$ cat src/spi_squib_and_event_register_slave_macros.svh
// ----------------------------------------------------------------------------
// Assertion macros
// Shared concurrent assertion forms for the SPI squib / event recorder slave.
// Each form checks on the rising edge of clock and is disabled in reset.
// ----------------------------------------------------------------------------
`ifndef SPI_SQUIB_AND_EVENT_REGISTER_SLAVE_MACROS_SVH
`define SPI_SQUIB_AND_EVENT_REGISTER_SLAVE_MACROS_SVH

// same-cycle implication
`define SSR_ASSERT_IMPL(label, ante, cons, msg) \
   label: assert property (@(posedge clock) disable iff (reset) (ante) |-> (cons)) \
      else $error(msg);

// next-cycle implication
`define SSR_ASSERT_NEXT(label, ante, cons, msg) \
   label: assert property (@(posedge clock) disable iff (reset) (ante) |=> (cons)) \
      else $error(msg);

`endif

$ cat src/ssr_pkg.sv
// ----------------------------------------------------------------------------
// ssr_pkg
// Types, register map and constants of the SPI squib / event recorder slave.
// ----------------------------------------------------------------------------
`default_nettype none

package ssr_pkg;

   localparam int REG_COUNT_DEFAULT = 128;

   localparam int QUEUE_DEPTH = 2;
   localparam int QUEUE_PTR_W = $clog2(QUEUE_DEPTH);
   localparam int QUEUE_CNT_W = $clog2(QUEUE_DEPTH + 1);

   // request event codes
   typedef enum logic [1:0] {FN_BEGIN, FN_BYTE, FN_END, FN_SPARE} func_code_type;

   // both chip selects latched at begin
   localparam logic [1:0] SEL_BOTH = 2'b11;

   // recorder register map
   localparam logic [6:0] A_ID        = 7'h0F;
   localparam logic [6:0] A_STATUS    = 7'h10;
   localparam logic [6:0] A_LOG_FIRST = 7'h11;
   localparam logic [6:0] A_LAST_CMD  = 7'h14;
   localparam logic [6:0] A_SQUIB_OUT = 7'h15;
   localparam logic [6:0] A_LOG_LAST  = 7'h19;
   localparam logic [6:0] A_COUNT_H   = 7'h1A;
   localparam logic [6:0] A_COUNT_L   = 7'h1B;
   localparam logic [6:0] A_CTRL      = 7'h20;
   localparam logic [6:0] A_FAULT     = 7'h21;

   localparam int LOG_N     = 9;
   localparam int LOG_IDX_W = $clog2(LOG_N);
   localparam logic [LOG_IDX_W-1:0] LOG_LAST_CMD  = LOG_IDX_W'(A_LAST_CMD - A_LOG_FIRST);
   localparam logic [LOG_IDX_W-1:0] LOG_SQUIB_OUT = LOG_IDX_W'(A_SQUIB_OUT - A_LOG_FIRST);

   // status bits
   localparam logic [5:0] ST_INIT  = 6'h01;
   localparam logic [5:0] ST_READ  = 6'h02;
   localparam logic [5:0] ST_WRITE = 6'h04;
   localparam logic [5:0] ST_SQUIB = 6'h08;
   localparam logic [5:0] ST_LOG   = 6'h10;
   localparam logic [5:0] ST_FAULT = 6'h20;

   // control register bits
   localparam int CTRL_RESET_STATUS = 0;
   localparam int CTRL_CLEAR_LOG    = 1;

   localparam logic [7:0] ID_VALUE       = 8'hE4;
   localparam logic [7:0] TX_IDLE        = 8'hEE;
   localparam logic [7:0] FAULT_BOTH_SEL = 8'hE1;
   localparam logic [7:0] FAULT_BAD_CMD  = 8'hE2;

   localparam logic [7:0] CMD_SAFE      = 8'h00;
   localparam logic [7:0] CMD_FIRE_ODD  = 8'hA5;
   localparam logic [7:0] CMD_FIRE_EVEN = 8'h5A;
   localparam logic [4:0] MASK_FIRE_ODD  = 5'h15;
   localparam logic [4:0] MASK_FIRE_EVEN = 5'h0A;

   typedef enum logic [1:0] {OP_NOP, OP_BEGIN, OP_END, OP_BYTE} op_kind_type;
   typedef enum logic [1:0] {FA_NONE, FA_CLEAR, FA_SET_BOTH} fault_act_type;

   // one classified beat handed from front to back
   typedef struct packed {
      op_kind_type   kind;
      fault_act_type fault_act;
      logic          read_seen;
      logic          rd;
      logic          wr;
      logic          idle_tx;
      logic          squib;
      logic [6:0]    addr;
      logic [7:0]    data;
   } op_type;

   // registers kept in flops rather than in the memory
   function automatic logic is_special(input logic [6:0] a);
      return (a >= A_ID && a <= A_COUNT_L) || a == A_CTRL || a == A_FAULT;
   endfunction

endpackage

`default_nettype wire

$ cat src/ssr_if.sv
// ----------------------------------------------------------------------------
// ssr_req_if / ssr_rsp_if
// Valid/ready channels for request beats and response beats.
// ----------------------------------------------------------------------------
`default_nettype none

interface ssr_req_if;
   logic       valid;
   logic       ready;
   logic [1:0] func;
   logic       squib_select;
   logic       recorder_select;
   logic [7:0] rx_byte;

   modport source(output valid, func, squib_select, recorder_select, rx_byte,
                  input ready);
   modport sink(input valid, func, squib_select, recorder_select, rx_byte,
                output ready);
endinterface

interface ssr_rsp_if;
   logic       valid;
   logic       ready;
   logic [7:0] tx_byte;
   logic [4:0] fire_mask;
   logic       fault_line;
   logic [5:0] status_byte;

   modport source(output valid, tx_byte, fire_mask, fault_line, status_byte,
                  input ready);
   modport sink(input valid, tx_byte, fire_mask, fault_line, status_byte,
                output ready);
endinterface

`default_nettype wire

$ cat src/spi_squib_and_event_register_slave.sv
// ----------------------------------------------------------------------------
// spi_squib_and_event_register_slave
// Byte-level SPI slave serving a squib driver and an event recorder.
// ----------------------------------------------------------------------------
// One request beat per clock is sustained while responses are taken, and each
// beat gives exactly one response beat. Each request beat is written into the
// two-entry queue; when the response register is free, the back executor pops
// it and registers the response together with the registered read of the
// register-file memory. The front keeps taking beats while a response waits,
// until the queue is full. The register file comes up in its reset contents
// at once: written entries are tracked by per-entry valid bits, so no clearing
// pass follows reset.
`default_nettype none

module spi_squib_and_event_register_slave #(
   parameter int REG_COUNT = ssr_pkg::REG_COUNT_DEFAULT
) (
   input logic       clock,
   input logic       reset,
   ssr_req_if.sink   req_bus,
   ssr_rsp_if.source rsp_bus
);
   import ssr_pkg::*;

   logic   push;
   logic   pop;
   logic   queue_full;
   logic   head_valid;
   op_type push_op;
   op_type head_op;

   ssr_front u_front (
      .clock     (clock),
      .reset     (reset),
      .req_bus   (req_bus),
      .queue_full(queue_full),
      .push      (push),
      .push_op   (push_op)
   );

   ssr_fifo u_queue (
      .clock     (clock),
      .reset     (reset),
      .push      (push),
      .push_op   (push_op),
      .pop       (pop),
      .full      (queue_full),
      .head_valid(head_valid),
      .head_op   (head_op)
   );

   ssr_back #(
      .REG_COUNT(REG_COUNT)
   ) u_back (
      .clock     (clock),
      .reset     (reset),
      .head_valid(head_valid),
      .head_op   (head_op),
      .pop       (pop),
      .rsp_bus   (rsp_bus)
   );
endmodule

`default_nettype wire

$ cat src/ssr_ram.sv
// ----------------------------------------------------------------------------
// ssr_ram
// Generic single-write, single-read RAM with registered read data.
// ----------------------------------------------------------------------------
`default_nettype none

module ssr_ram #(
   parameter int WIDTH = 8,
   parameter int DEPTH = 128
) (
   input  logic                     clock,
   input  logic                     wr_en,
   input  logic [$clog2(DEPTH)-1:0] wr_addr,
   input  logic [WIDTH-1:0]         wr_data,
   input  logic                     rd_en,
   input  logic [$clog2(DEPTH)-1:0] rd_addr,
   output logic [WIDTH-1:0]         rd_data
);
   logic [WIDTH-1:0] mem_ff [DEPTH];
   logic [WIDTH-1:0] rd_data_ff;

   always_ff @(posedge clock) begin
      if (wr_en) begin
         mem_ff[wr_addr] <= wr_data;
      end
      if (rd_en) begin
         rd_data_ff <= mem_ff[rd_addr];
      end
   end

   assign rd_data = rd_data_ff;
endmodule

`default_nettype wire

$ cat src/ssr_front.sv
// ----------------------------------------------------------------------------
// ssr_front
// Transaction tracker: latches selects, follows byte index and address, and
// classifies each request beat into a back-end operation.
// ----------------------------------------------------------------------------
`default_nettype none

`include "spi_squib_and_event_register_slave_macros.svh"

module ssr_front (
   input  logic            clock,
   input  logic            reset,
   ssr_req_if.sink         req_bus,
   input  logic            queue_full,
   output logic            push,
   output ssr_pkg::op_type push_op
);
   import ssr_pkg::*;

   typedef enum logic [1:0] {T_NONE, T_SQUIB, T_REC} target_type;

   target_type active_ff, active_in;
   logic [1:0] sel_ff, sel_in;
   logic [7:0] byte_index_ff, byte_index_in;
   logic [6:0] addr_ff, addr_in;
   logic       read_mode_ff, read_mode_in;
   logic       pending_ff, pending_in;
   logic [7:0] held_ff, held_in;
   op_type     op;
   logic       begin_both;

   assign req_bus.ready = !queue_full;
   assign push          = req_bus.valid && !queue_full;
   assign push_op       = op;
   assign begin_both    = push && req_bus.func == FN_BEGIN && req_bus.squib_select &&
                          req_bus.recorder_select;

   always_comb begin
      logic [7:0] b;
      logic       first_cmd;
      b             = req_bus.rx_byte;
      first_cmd     = 1'b0;
      active_in     = active_ff;
      sel_in        = sel_ff;
      byte_index_in = byte_index_ff;
      addr_in       = addr_ff;
      read_mode_in  = read_mode_ff;
      pending_in    = pending_ff;
      held_in       = held_ff;
      op            = '0;
      op.kind       = OP_NOP;
      op.fault_act  = FA_NONE;
      case (req_bus.func)
         FN_BEGIN: begin
            op.kind       = OP_BEGIN;
            sel_in        = {req_bus.recorder_select, req_bus.squib_select};
            active_in     = (sel_in == SEL_BOTH) ? T_NONE : target_type'(sel_in);
            byte_index_in = '0;
            addr_in       = '0;
            read_mode_in  = 1'b0;
            pending_in    = 1'b0;
            held_in       = '0;
         end
         FN_END: begin
            op.kind       = OP_END;
            op.squib      = pending_ff;
            op.data       = held_ff;
            active_in     = T_NONE;
            sel_in        = '0;
            byte_index_in = '0;
            addr_in       = '0;
            read_mode_in  = 1'b0;
            pending_in    = 1'b0;
            held_in       = '0;
         end
         FN_BYTE: begin
            op.kind = OP_BYTE;
            if (byte_index_ff == '0) begin
               if (active_ff == T_REC) begin
                  op.fault_act = FA_CLEAR;
                  first_cmd    = 1'b1;
               end else if (active_ff == T_SQUIB) begin
                  pending_in = 1'b1;
                  held_in    = b;
               end else if (b[7]) begin
                  active_in    = T_REC;
                  op.fault_act = FA_CLEAR;
                  first_cmd    = 1'b1;
               end else begin
                  pending_in = 1'b1;
                  held_in    = b;
                  if (sel_ff == SEL_BOTH) begin
                     op.fault_act = FA_SET_BOTH;
                  end
               end
               if (first_cmd) begin
                  read_mode_in = b[7];
                  addr_in      = b[6:0];
                  op.rd        = b[7];
                  op.read_seen = b[7];
                  op.addr      = b[6:0];
               end
               byte_index_in = byte_index_ff + 8'd1;
            end else begin
               byte_index_in = byte_index_ff + 8'd1;
               if (pending_ff) begin
                  // held first byte becomes the recorder command byte
                  active_in     = T_REC;
                  op.fault_act  = FA_CLEAR;
                  read_mode_in  = held_ff[7];
                  addr_in       = held_ff[6:0];
                  op.read_seen  = held_ff[7];
                  pending_in    = 1'b0;
                  byte_index_in = 8'd2;
               end
               case (active_in)
                  T_SQUIB: begin
                  end
                  T_REC: begin
                     if (read_mode_in) begin
                        addr_in      = addr_in + 7'd1;
                        op.rd        = 1'b1;
                        op.read_seen = 1'b1;
                        op.addr      = addr_in;
                     end else begin
                        op.wr   = 1'b1;
                        op.addr = addr_in;
                        op.data = b;
                        addr_in = addr_in + 7'd1;
                     end
                  end
                  default: begin
                     op.idle_tx = 1'b1;
                  end
               endcase
            end
         end
         default: begin
         end
      endcase
   end

   always_ff @(posedge clock) begin
      if (reset) begin
         active_ff     <= T_NONE;
         sel_ff        <= '0;
         byte_index_ff <= '0;
         addr_ff       <= '0;
         read_mode_ff  <= 1'b0;
         pending_ff    <= 1'b0;
         held_ff       <= '0;
      end else if (push) begin
         active_ff     <= active_in;
         sel_ff        <= sel_in;
         byte_index_ff <= byte_index_in;
         addr_ff       <= addr_in;
         read_mode_ff  <= read_mode_in;
         pending_ff    <= pending_in;
         held_ff       <= held_in;
      end
   end

   `SSR_ASSERT_IMPL(a_held_slot, pending_ff, byte_index_ff == 8'd1, "held byte off slot one")
   `SSR_ASSERT_IMPL(a_held_not_rec, pending_ff, active_ff != T_REC, "held byte on recorder")
   `SSR_ASSERT_NEXT(a_both_sel, begin_both, active_ff == T_NONE, "target with both selects")
endmodule

`default_nettype wire

$ cat src/ssr_fifo.sv
// ----------------------------------------------------------------------------
// ssr_fifo
// Short operation queue between the front tracker and the back executor.
// ----------------------------------------------------------------------------
`default_nettype none

module ssr_fifo (
   input  logic            clock,
   input  logic            reset,
   input  logic            push,
   input  ssr_pkg::op_type push_op,
   input  logic            pop,
   output logic            full,
   output logic            head_valid,
   output ssr_pkg::op_type head_op
);
   import ssr_pkg::*;

   op_type                 entry_ff [QUEUE_DEPTH];
   logic [QUEUE_PTR_W-1:0] wr_ptr_ff, rd_ptr_ff;
   logic [QUEUE_CNT_W-1:0] count_ff, count_in;

   assign full       = count_ff == QUEUE_CNT_W'(QUEUE_DEPTH);
   assign head_valid = count_ff != '0;
   assign head_op    = entry_ff[rd_ptr_ff];

   always_comb begin
      count_in = count_ff;
      if (push && !pop) begin
         count_in = count_ff + QUEUE_CNT_W'(1);
      end else if (pop && !push) begin
         count_in = count_ff - QUEUE_CNT_W'(1);
      end
   end

   always_ff @(posedge clock) begin
      if (push) begin
         entry_ff[wr_ptr_ff] <= push_op;
      end
      if (reset) begin
         wr_ptr_ff <= '0;
         rd_ptr_ff <= '0;
         count_ff  <= '0;
      end else begin
         if (push) begin
            wr_ptr_ff <= wr_ptr_ff + QUEUE_PTR_W'(1);
         end
         if (pop) begin
            rd_ptr_ff <= rd_ptr_ff + QUEUE_PTR_W'(1);
         end
         count_ff <= count_in;
      end
   end
endmodule

`default_nettype wire

$ cat src/ssr_back.sv
// ----------------------------------------------------------------------------
// ssr_back
// Operation executor: recorder register file, status, fault and squib drive,
// with a response register toward the result channel.
// ----------------------------------------------------------------------------
`default_nettype none

`include "spi_squib_and_event_register_slave_macros.svh"

module ssr_back #(
   parameter int REG_COUNT = ssr_pkg::REG_COUNT_DEFAULT
) (
   input  logic            clock,
   input  logic            reset,
   input  logic            head_valid,
   input  ssr_pkg::op_type head_op,
   output logic            pop,
   ssr_rsp_if.source       rsp_bus
);
   import ssr_pkg::*;

   localparam int IDX_W = $clog2(REG_COUNT);

   logic [5:0]           status_ff, status_in;
   logic [7:0]           fault_reg_ff, fault_reg_in;
   logic [7:0]           log_ff [LOG_N];
   logic [7:0]           log_in [LOG_N];
   logic [15:0]          count_ff, count_in;
   logic [4:0]           mask_ff, mask_in;
   logic                 pin_ff, pin_in;
   logic [REG_COUNT-1:0] valid_ff, valid_in;

   logic       b2_valid_ff;
   logic       b2_sel_ram_ff, b2_sel_ram_in;
   logic [7:0] b2_fixed_ff, b2_fixed_in;
   logic [5:0] b2_status_ff;
   logic [4:0] b2_mask_ff;
   logic       b2_pin_ff;

   logic             out_free;
   logic             ram_we;
   logic [8:0]       addr_ext;
   logic             in_range;
   logic [IDX_W-1:0] idx;
   logic [7:0]       ram_rd_data;

   assign out_free = !b2_valid_ff || rsp_bus.ready;
   assign pop      = head_valid && out_free;
   assign addr_ext = {2'b00, head_op.addr};
   assign in_range = addr_ext < 9'(REG_COUNT);
   assign idx      = addr_ext[IDX_W-1:0];

   always_comb begin
      logic [LOG_IDX_W-1:0] lidx;
      logic                 bad;
      lidx          = LOG_IDX_W'(head_op.addr - A_LOG_FIRST);
      bad           = 1'b0;
      status_in     = status_ff;
      fault_reg_in  = fault_reg_ff;
      log_in        = log_ff;
      count_in      = count_ff;
      mask_in       = mask_ff;
      pin_in        = pin_ff;
      valid_in      = valid_ff;
      ram_we        = 1'b0;
      b2_sel_ram_in = 1'b0;
      b2_fixed_in   = '0;
      if (pop) begin
         case (head_op.kind)
            OP_BEGIN: begin
               count_in = count_ff + 16'd1;
            end
            OP_END: begin
               if (head_op.squib) begin
                  if (head_op.data == CMD_SAFE) begin
                     mask_in = '0;
                  end else if (head_op.data == CMD_FIRE_ODD) begin
                     mask_in = MASK_FIRE_ODD;
                  end else if (head_op.data == CMD_FIRE_EVEN) begin
                     mask_in = MASK_FIRE_EVEN;
                  end else if (head_op.data[7:5] == 3'b000) begin
                     mask_in = head_op.data[4:0];
                  end else begin
                     bad = 1'b1;
                  end
                  pin_in = bad;
                  if (bad) begin
                     fault_reg_in = FAULT_BAD_CMD;
                     status_in    = status_in | ST_FAULT;
                  end else begin
                     fault_reg_in = '0;
                     status_in    = status_in & ~ST_FAULT;
                  end
                  log_in[LOG_LAST_CMD]  = head_op.data;
                  log_in[LOG_SQUIB_OUT] = {3'b000, mask_in};
                  status_in = status_in | ST_SQUIB | ST_LOG;
               end
            end
            OP_BYTE: begin
               case (head_op.fault_act)
                  FA_CLEAR: begin
                     fault_reg_in = '0;
                     status_in    = status_in & ~ST_FAULT;
                  end
                  FA_SET_BOTH: begin
                     fault_reg_in = FAULT_BOTH_SEL;
                     status_in    = status_in | ST_FAULT;
                  end
                  default: begin
                  end
               endcase
               if (head_op.read_seen) begin
                  status_in = status_in | ST_READ;
               end
               if (head_op.rd) begin
                  case (head_op.addr)
                     A_ID:      b2_fixed_in = ID_VALUE;
                     A_STATUS:  b2_fixed_in = {2'b00, status_in};
                     A_COUNT_H: b2_fixed_in = count_ff[15:8];
                     A_COUNT_L: b2_fixed_in = count_ff[7:0];
                     A_CTRL:    b2_fixed_in = '0;
                     A_FAULT:   b2_fixed_in = fault_reg_in;
                     default: begin
                        if (head_op.addr inside {[A_LOG_FIRST:A_LOG_LAST]}) begin
                           b2_fixed_in = log_ff[lidx];
                        end else begin
                           b2_sel_ram_in = in_range && valid_ff[idx];
                        end
                     end
                  endcase
               end
               if (head_op.wr) begin
                  if (head_op.addr inside {A_ID, A_STATUS, A_COUNT_H, A_COUNT_L}) begin
                  end else if (head_op.addr == A_CTRL) begin
                     if (head_op.data[CTRL_RESET_STATUS]) begin
                        status_in    = ST_INIT;
                        fault_reg_in = '0;
                     end
                     if (head_op.data[CTRL_CLEAR_LOG]) begin
                        for (int i = 0; i < LOG_N; i++) begin
                           log_in[i] = '0;
                        end
                     end
                  end else begin
                     if (head_op.addr inside {[A_LOG_FIRST:A_LOG_LAST]}) begin
                        log_in[lidx] = head_op.data;
                     end else if (head_op.addr == A_FAULT) begin
                        fault_reg_in = head_op.data;
                     end else if (in_range) begin
                        ram_we        = 1'b1;
                        valid_in[idx] = 1'b1;
                     end
                     status_in = status_in | ST_WRITE | ST_LOG;
                  end
               end
               if (head_op.idle_tx) begin
                  b2_fixed_in = TX_IDLE;
               end
            end
            default: begin
            end
         endcase
      end
   end

   ssr_ram #(
      .WIDTH(8),
      .DEPTH(REG_COUNT)
   ) u_regfile (
      .clock  (clock),
      .wr_en  (ram_we),
      .wr_addr(idx),
      .wr_data(head_op.data),
      .rd_en  (pop),
      .rd_addr(idx),
      .rd_data(ram_rd_data)
   );

   always_ff @(posedge clock) begin
      if (reset) begin
         status_ff    <= ST_INIT;
         fault_reg_ff <= '0;
         log_ff       <= '{default: '0};
         count_ff     <= '0;
         mask_ff      <= '0;
         pin_ff       <= 1'b0;
         valid_ff     <= '0;
         b2_valid_ff  <= 1'b0;
      end else begin
         status_ff    <= status_in;
         fault_reg_ff <= fault_reg_in;
         log_ff       <= log_in;
         count_ff     <= count_in;
         mask_ff      <= mask_in;
         pin_ff       <= pin_in;
         valid_ff     <= valid_in;
         if (out_free) begin
            b2_valid_ff <= pop;
         end
      end
      if (pop) begin
         b2_sel_ram_ff <= b2_sel_ram_in;
         b2_fixed_ff   <= b2_fixed_in;
         b2_status_ff  <= status_in;
         b2_mask_ff    <= mask_in;
         b2_pin_ff     <= pin_in;
      end
   end

   assign rsp_bus.valid       = b2_valid_ff;
   assign rsp_bus.tx_byte     = b2_sel_ram_ff ? ram_rd_data : b2_fixed_ff;
   assign rsp_bus.fire_mask   = b2_mask_ff;
   assign rsp_bus.fault_line  = b2_pin_ff;
   assign rsp_bus.status_byte = b2_status_ff;

   `SSR_ASSERT_IMPL(a_ram_plain, ram_we, !is_special(head_op.addr), "memory write to a flop reg")
   `SSR_ASSERT_IMPL(a_one_access, pop, !(head_op.rd && head_op.wr), "read and write in one beat")
   `SSR_ASSERT_IMPL(a_init_sticky, 1'b1, status_ff[0] == 1'b1, "status init bit lost")
endmodule

`default_nettype wire

$ cat src/flat_wrapper.sv
// flat-port wrapper written by rule: the top's interface ports become plain ports
module spi_squib_and_event_register_slave_flat import ssr_pkg::*;
#(
   parameter int REG_COUNT = ssr_pkg::REG_COUNT_DEFAULT
)
  (clock, reset, req_bus_valid, req_bus_func, req_bus_squib_select, req_bus_recorder_select, req_bus_rx_byte, req_bus_ready, rsp_bus_valid, rsp_bus_tx_byte, rsp_bus_fire_mask, rsp_bus_fault_line, rsp_bus_status_byte, rsp_bus_ready);
  ssr_req_if req_bus_i ();
  ssr_rsp_if rsp_bus_i ();
  input logic clock;
  input logic reset;
  input wire logic [$bits(req_bus_i.valid)-1:0] req_bus_valid;
  input wire logic [$bits(req_bus_i.func)-1:0] req_bus_func;
  input wire logic [$bits(req_bus_i.squib_select)-1:0] req_bus_squib_select;
  input wire logic [$bits(req_bus_i.recorder_select)-1:0] req_bus_recorder_select;
  input wire logic [$bits(req_bus_i.rx_byte)-1:0] req_bus_rx_byte;
  output wire logic [$bits(req_bus_i.ready)-1:0] req_bus_ready;
  output wire logic [$bits(rsp_bus_i.valid)-1:0] rsp_bus_valid;
  output wire logic [$bits(rsp_bus_i.tx_byte)-1:0] rsp_bus_tx_byte;
  output wire logic [$bits(rsp_bus_i.fire_mask)-1:0] rsp_bus_fire_mask;
  output wire logic [$bits(rsp_bus_i.fault_line)-1:0] rsp_bus_fault_line;
  output wire logic [$bits(rsp_bus_i.status_byte)-1:0] rsp_bus_status_byte;
  input wire logic [$bits(rsp_bus_i.ready)-1:0] rsp_bus_ready;
  assign req_bus_i.valid = req_bus_valid;
  assign req_bus_i.func = req_bus_func;
  assign req_bus_i.squib_select = req_bus_squib_select;
  assign req_bus_i.recorder_select = req_bus_recorder_select;
  assign req_bus_i.rx_byte = req_bus_rx_byte;
  assign req_bus_ready = req_bus_i.ready;
  assign rsp_bus_valid = rsp_bus_i.valid;
  assign rsp_bus_tx_byte = rsp_bus_i.tx_byte;
  assign rsp_bus_fire_mask = rsp_bus_i.fire_mask;
  assign rsp_bus_fault_line = rsp_bus_i.fault_line;
  assign rsp_bus_status_byte = rsp_bus_i.status_byte;
  assign rsp_bus_i.ready = rsp_bus_ready;
  spi_squib_and_event_register_slave #(.REG_COUNT(REG_COUNT)) u_core (.clock(clock), .reset(reset), .req_bus(req_bus_i), .rsp_bus(rsp_bus_i));
endmodule
$ cat config.mk
export PLATFORM = sky130hd
export DESIGN_NAME = spi_squib_and_event_register_slave_flat
export DESIGN_NICKNAME = d
export VERILOG_FILES = /design/src/ssr_pkg.sv /design/src/ssr_if.sv /design/src/spi_squib_and_event_register_slave.sv /design/src/ssr_ram.sv /design/src/ssr_front.sv /design/src/ssr_fifo.sv /design/src/ssr_back.sv /design/src/flat_wrapper.sv
export VERILOG_INCLUDE_DIRS = /design/src /design/src/src
export SDC_FILE = /design/constraint.sdc
export NUM_CORES = 2
export LEC_CHECK = 0
export ABC_AREA = 1
export BUFFER_PORTS_ARGS = -buffer_cell sky130_fd_sc_hd__buf_2
export CAP_MARGIN = 20
export CORE_MARGIN = 8
export CORE_UTILIZATION = 50
export CTS_BUF_LIST = sky130_fd_sc_hd__clkbuf_4 sky130_fd_sc_hd__clkbuf_8
export DETAILED_ROUTE_END_ITERATION = 6
export MAX_ROUTING_LAYER = met4
export PLACE_DENSITY = 0.72
export SYNTH_ARGS = -nofsm -noshare
export SYNTH_HDL_FRONTEND = slang
export SYNTH_HIERARCHICAL = 1
export SYNTH_SLANG_ARGS = --single-unit
export TNS_END_PERCENT = 5
$ cat constraint.sdc
create_clock -name clock -period 3.7 [get_ports clock]
set_input_delay 0.37 -clock clock [delete_from_list [all_inputs] [get_ports clock]]
set_output_delay 0.37 -clock clock [all_outputs]
set_load 0.02 [all_outputs]
# Word-level counts from Yosys, hierarchy flattened
# Memory sizes are Yosys's and may differ from the RTL's. A register that Yosys moved wholly into a read port is not among the register bits.
# Index checks and enable logic that the tools add are counted.
[op_classes]
addsub = 8
order_cmp = 7
n_eq_ne = 36
n_mux = 139
n_bitwise = 8
n_reduce_logical = 40
[op_table]
columns = ["cell", "n"]
rows = [
  ["two-way mux 72 bit", 3],
  ["two-way mux 8 bit", 23],
  ["OR 128 bit", 1],
  ["two-way mux 48 bit", 2],
  ["case mux 8 bit (2 select lines)", 5],
  ["bitwise mux 72 bit", 1],
  ["two-way mux 7 bit", 10],
  ["two-way mux 6 bit", 8],
  ["case mux 8 bit (6 select lines)", 1],
  ["two-way mux 1 bit", 43],
  ["two-way mux 2 bit", 19],
  ["two-way mux 5 bit", 7],
  ["binary-select mux 8 bit (select 4 bit)", 1],
  ["demux 8 bit (select 4 bit)", 1],
  ["case mux 16 bit (2 select lines)", 1],
  ["case mux 6 bit (2 select lines)", 2],
  ["== test 7 x 5 -> 1 bit, second input constant", 3],
  ["!= test 3 bit, second input constant", 7],
  ["== test 2 bit, second input constant", 9],
  ["adder 16 x 1 -> 16 bit, second input constant", 1],
  ["logical NOT 8 bit", 2],
  ["< comparator 7 x 8 -> 1 bit, second input constant", 2],
  ["two-way mux 16 bit", 1],
  ["two-way mux 15 bit", 1],
  ["47 further kinds", 84],
]
[word_totals]
reg_bits = 291
mem_bits_rw = 1072
input_bits = 16
out_inout_bits = 22
wordCells = 272
n_memories = 2
[memory_table]
columns = ["memory", "depth", "word_bits", "read_ports", "rd_ports_with_merged_regs", "wr", "line", "rtl"]
rows = [
  ["u_core.u_back.u_regfile.mem_ff", 128, 8, 1, 1, 1, "ssr_ram.sv:19", "logic [WIDTH-1:0] mem_ff [DEPTH];"],
  ["u_core.u_queue.entry_ff", 2, 24, 1, 1, 1, "ssr_fifo.sv:19", "op_type entry_ff [QUEUE_DEPTH];"],
]

# Depth between registers and ports, before layout
[logic_depth]
word_depth = 12
mapped_depth = 19
mapped_depth_nobuf = 15

# Hierarchy
# Netlist, hierarchy kept.
[modules_own_cells]
columns = ["mod", "instances", "cells_per_inst", "area_each_um2"]
rows = [
  ["ssr_ram", 1, 3575, 42383.1],
  ["ssr_back", 1, 1939, 12977.4],
  ["ssr_front", 1, 356, 2278.4],
  ["ssr_fifo", 1, 108, 2064.5],
]

# Least setup slack after synthesis
# Ideal clock, no wire load.
[synth_timing]
path_type = "reg2reg"
start = "register (tool-made name)"
end = "memory u_core.u_back.u_regfile.mem_ff[104][0] (enable)"
arrival_time_ns = 3.611
path_slack_ns = -0.281
path_stages_with_launch = 20
period_less_slack_ns = 3.981
cell_sequence = "dfxtp_1 buf_6 mux2_2 buf_2 inv_2 buf_2 buf_1 ha_1 nand2_1 inv_1 nand2_2 nand2_2 nor2_4 nand3_2 nor2_8 buf_2 clkbuf_1 nand2_1 clkbuf_1 nor2_1"
[synth_lines]
columns = ["item", "line"]
rows = [
  ["end, declared", "ssr_ram.sv:19"],
]

==> flow_metrics.env <==
export IMPL_clock_power_share_pct=28.3
export IMPL_finalSetupViolCount=0
export IMPL_yosysMostFrequentCell="nand2_1"
export IMPL_dp_slack_ps=200
export IMPL_instances_no_fill=7807
export IMPL_cap_violations=0
export IMPL_crit_fanout=11
export IMPL_rr_worst_depth=12
export IMPL_grt_busiest_layer="met2"
export IMPL_internal_power_mw=28.8
export IMPL_final_net_count=6123
export IMPL_critPathKind="flip-flop to flip-flop"
export IMPL_place_hpwl_mm=93.9
export IMPL_syn_area_sq_mm=0.0597
export IMPL_chipHeight_um=362
export IMPL_grt_util_met1_pct=32.0
export IMPL_synth_common_cells="nand2_1, edfxtp_1, nand3_1"
export IMPL_synthCells=5978
export IMPL_irDropWorstVdd_mv=0.725
export IMPL_synthTopCellsByArea="edfxtp_1, nand2_1, nand3_1"
export IMPL_met2_usage_pct=36.5
export IMPL_grt_pass1_wl_mm=242
export IMPL_power_total_mw=46.1
export IMPL_grt_setup_unrepaired="yes"
export IMPL_cts_made_buffers=215
export IMPL_cts_setup_buffers=0
export IMPL_finalCritPeriodShare_pct=95.8
export IMPL_drive_gt1_share_pct=11.4
export IMPL_ys_seq_area_share_pct=64.5
export IMPL_grt_max_degree=191
export IMPL_combPwrFrac_pct=31.6
export IMPL_p_sw_share_pct=37.5
export IMPL_arrival_ps=4090
export IMPL_via_per_inst=5.72
export IMPL_rows=126
export IMPL_routed_wl_mm=158
export IMPL_antenna_found_initial=1
export IMPL_drc=0
export IMPL_yosys_warnings=6
export IMPL_yosys_area_top_type_share_pct=55.4
export IMPL_postSynthAreaPerCell_sq_um=9.99
export IMPL_clkTransAtPathRegs_ps=60
export IMPL_synthToLayoutAreaGrowth_pct=10.9
export IMPL_synth_edff_count=1101
export IMPL_hold_violations=0
export IMPL_synth_flop_cell="edfxtp_1"
export IMPL_syn_nets=6010
export IMPL_grtUsageTotal_pct=24.1
export IMPL_drv_slew=0
export IMPL_yosys_area_top_type="edfxtp_1"
export IMPL_worst_setup_path_end_kind="flip-flop"
export IMPL_gp_congestion=0.949
export IMPL_grt_ovfl_total=0
export IMPL_tritoncts="built"
export IMPL_wire_per_inst_um=20.2
export IMPL_drt_first_iter_violations=5725
export IMPL_io_buffers=37
export IMPL_async_reset_ff_share_pct=0
export IMPL_status="finished, final reports clean"
export IMPL_ys_ff_latch=1372
export IMPL_max_slew_margin_pct=30.8
export IMPL_worstSetupStartpointType="flip-flop"
export IMPL_place_inst=7390
export IMPL_timing_fmax_mhz=282
export IMPL_crit_required_ps=4250
export IMPL_clk_path_buf_depth=3
export IMPL_grt_pass1_vias=42500
export IMPL_fp_coreArea_sq_mm=0.118
export IMPL_met3_usage_pct=4.68
export IMPL_seqPwrFrac_pct=40.1
export IMPL_fin_crit_ps=3540
export IMPL_fin_skew_ps=50.6
export IMPL_clk_insertion_delay_late_ps=930
export IMPL_power_switching_mw=17.3
export IMPL_num_vias=44700
export IMPL_p_leak_nw=24.6
export IMPL_cts_max_level=4
export IMPL_fin_ws_ps=156
export IMPL_first_pass_iters=7
export IMPL_yosysUniqueCellTypes=58
export IMPL_dieArea_sq_mm=0.131
export IMPL_die_x_um=362
export IMPL_ant_nets=0
export IMPL_p_per_area_mw_per_mm2=696
export IMPL_start_util_pct=50.5
export IMPL_clkSinkCount=1372
export IMPL_hp_class="input pin to flip-flop"
export IMPL_hold_depth=5
export IMPL_io_pins=38
export IMPL_fillers=9886
export IMPL_worst_slew_pin_slew_ps=1040
export IMPL_cts_root_buf="clkbuf_8"
## cell type report
class                   instances  area [sq um]  share of cell area (%)
multi-input cells            4038         18400                    27.8
well taps                    1536          1920                    2.90
flip-flops and latches       1372         38500                    58.1
clock buffers                 300          3730                    5.63
inverters                     227           883                    1.33
diodes                          2          5.00                 0.00756
repair buffers                237          2020                    3.06
clock inverters                95           712                    1.08
## power by group through the flow
stage / Sequential, mW / Combinational (mW) / Clock (mW)
after floorplan: 18.8 / 9.47 / 0
after global placement: 18.8 / 14.0 / 0
after detailed placement: 18.8 / 14.2 / 0
after CTS: 18.5 / 14.3 / 13.2
after global routing: 18.5 / 15.6 / 13.9
final: 18.5 / 14.6 / 13.0
## worst paths after layout
check | slack [ps] | from | to
setup / recovery | 160 | flip-flop | u_core/u_back/u_regfile/mem_ff[118][4]
hold / removal | 270 | rsp_bus_ready | u_core/u_back/rsp_bus.valid
setup reg to reg | 160 | flip-flop | u_core/u_back/u_regfile/mem_ff[118][4]
hold reg to reg | 420 | u_core/u_back/valid_ff[23] | u_core/u_back/valid_ff[23]
## state kept, by name, summed over array words and instances, names as in the netlist, 5 cells and up, named ones only
signal                             flops
u_core/u_back/b2_fixed_ff              8
u_core/u_back/count_ff                16
u_core/u_back/fault_reg_ff             8
u_core/u_back/log_ff                  72
u_core/u_back/mask_ff                  5
u_core/u_back/rsp_bus.fire_mask        5
u_core/u_back/rsp_bus.status_byte      6
u_core/u_back/status_ff                6
u_core/u_back/u_regfile/mem_ff      1024
u_core/u_back/u_regfile/rd_data        8
u_core/u_back/valid_ff               128
u_core/u_front/addr_ff                 7
u_core/u_front/byte_index_ff           8
u_core/u_front/held_ff                 8
u_core/u_queue/entry_ff               48
## per-stage QoR
step                TNS, ps  hold WS (ps)  util, %  instance area (sq um)
finish                    0           274     56.0                  66200
global route          -1300           245     56.0                  66200
CTS                       0           194     56.0                  66200
detailed placement        0           415     52.0                  61500
global placement          0           410     52.0                  61500
floorplan           -126610           403        -                  59800
## timing repair
item	in CTS	in global routing
hold endpoints to repair	139	0
endpoints found under the setup margin	0	56
hold buffers	19	0
resized for setup	0	3
## layer usage
layer	vias to the layer above	wire [um]
met4	0	6070
met2	2272	71900
met3	411	14800
met1	21300	64700
li1	20700	-
met5	-	0
## worst max-delay path: stages, from the launching register on
cell and delay, ps:
dfxtp_2 500, mux2_8 330, inv_2 110, ha_1 280
nand2_1 140, inv_1 60, nand2_2 110, nand2_2 80
nor2_4 120, nand3_2 150, nor2_8 260, nand3_1 330
nor2_1 660
## cells in the final DEF, fill, tap and decap left out, types with 5 or more instances in the layout
cell type	count
inv_1	196
ha_1	16
mux2_4	14
mux2_8	10
buf_4	157
clkbuf_8	236
nand2_2	21
bufinv_16	6
nand4_1	18
clkinv_2	27
nor2_1	391
inv_2	23
edfxtp_1	1101
o21ai_0	127
o211ai_1	10
nand2_4	5
clkinv_1	48
nor2_4	20
a21oi_1	278
buf_2	36
nor2_2	18
dfxtp_1	270
a31oi_1	31
buf_12	22
mux2_2	8
nor3_1	45
o22ai_1	6
dlygate4sd3_1	19
nand3_1	1089
nand2_1	1880
clkbuf_4	64
## logic make-up (layout without fill, tap and decap cells)
kind of cell    count (synthesis)  count (layout)  synth area share [%]
simple gates                 3507            3507                  25.1
flops                        1372            1372                  64.5
buf+inv                       568             859                  4.99
compound gates                478             478                  4.29
mux                            32              32                 0.729
fa+ha+maj                      16              16                 0.335
xor+xnor                        5               5                0.0733
other cells                     0               2                     0
Power figures use the tool's default switching activity.
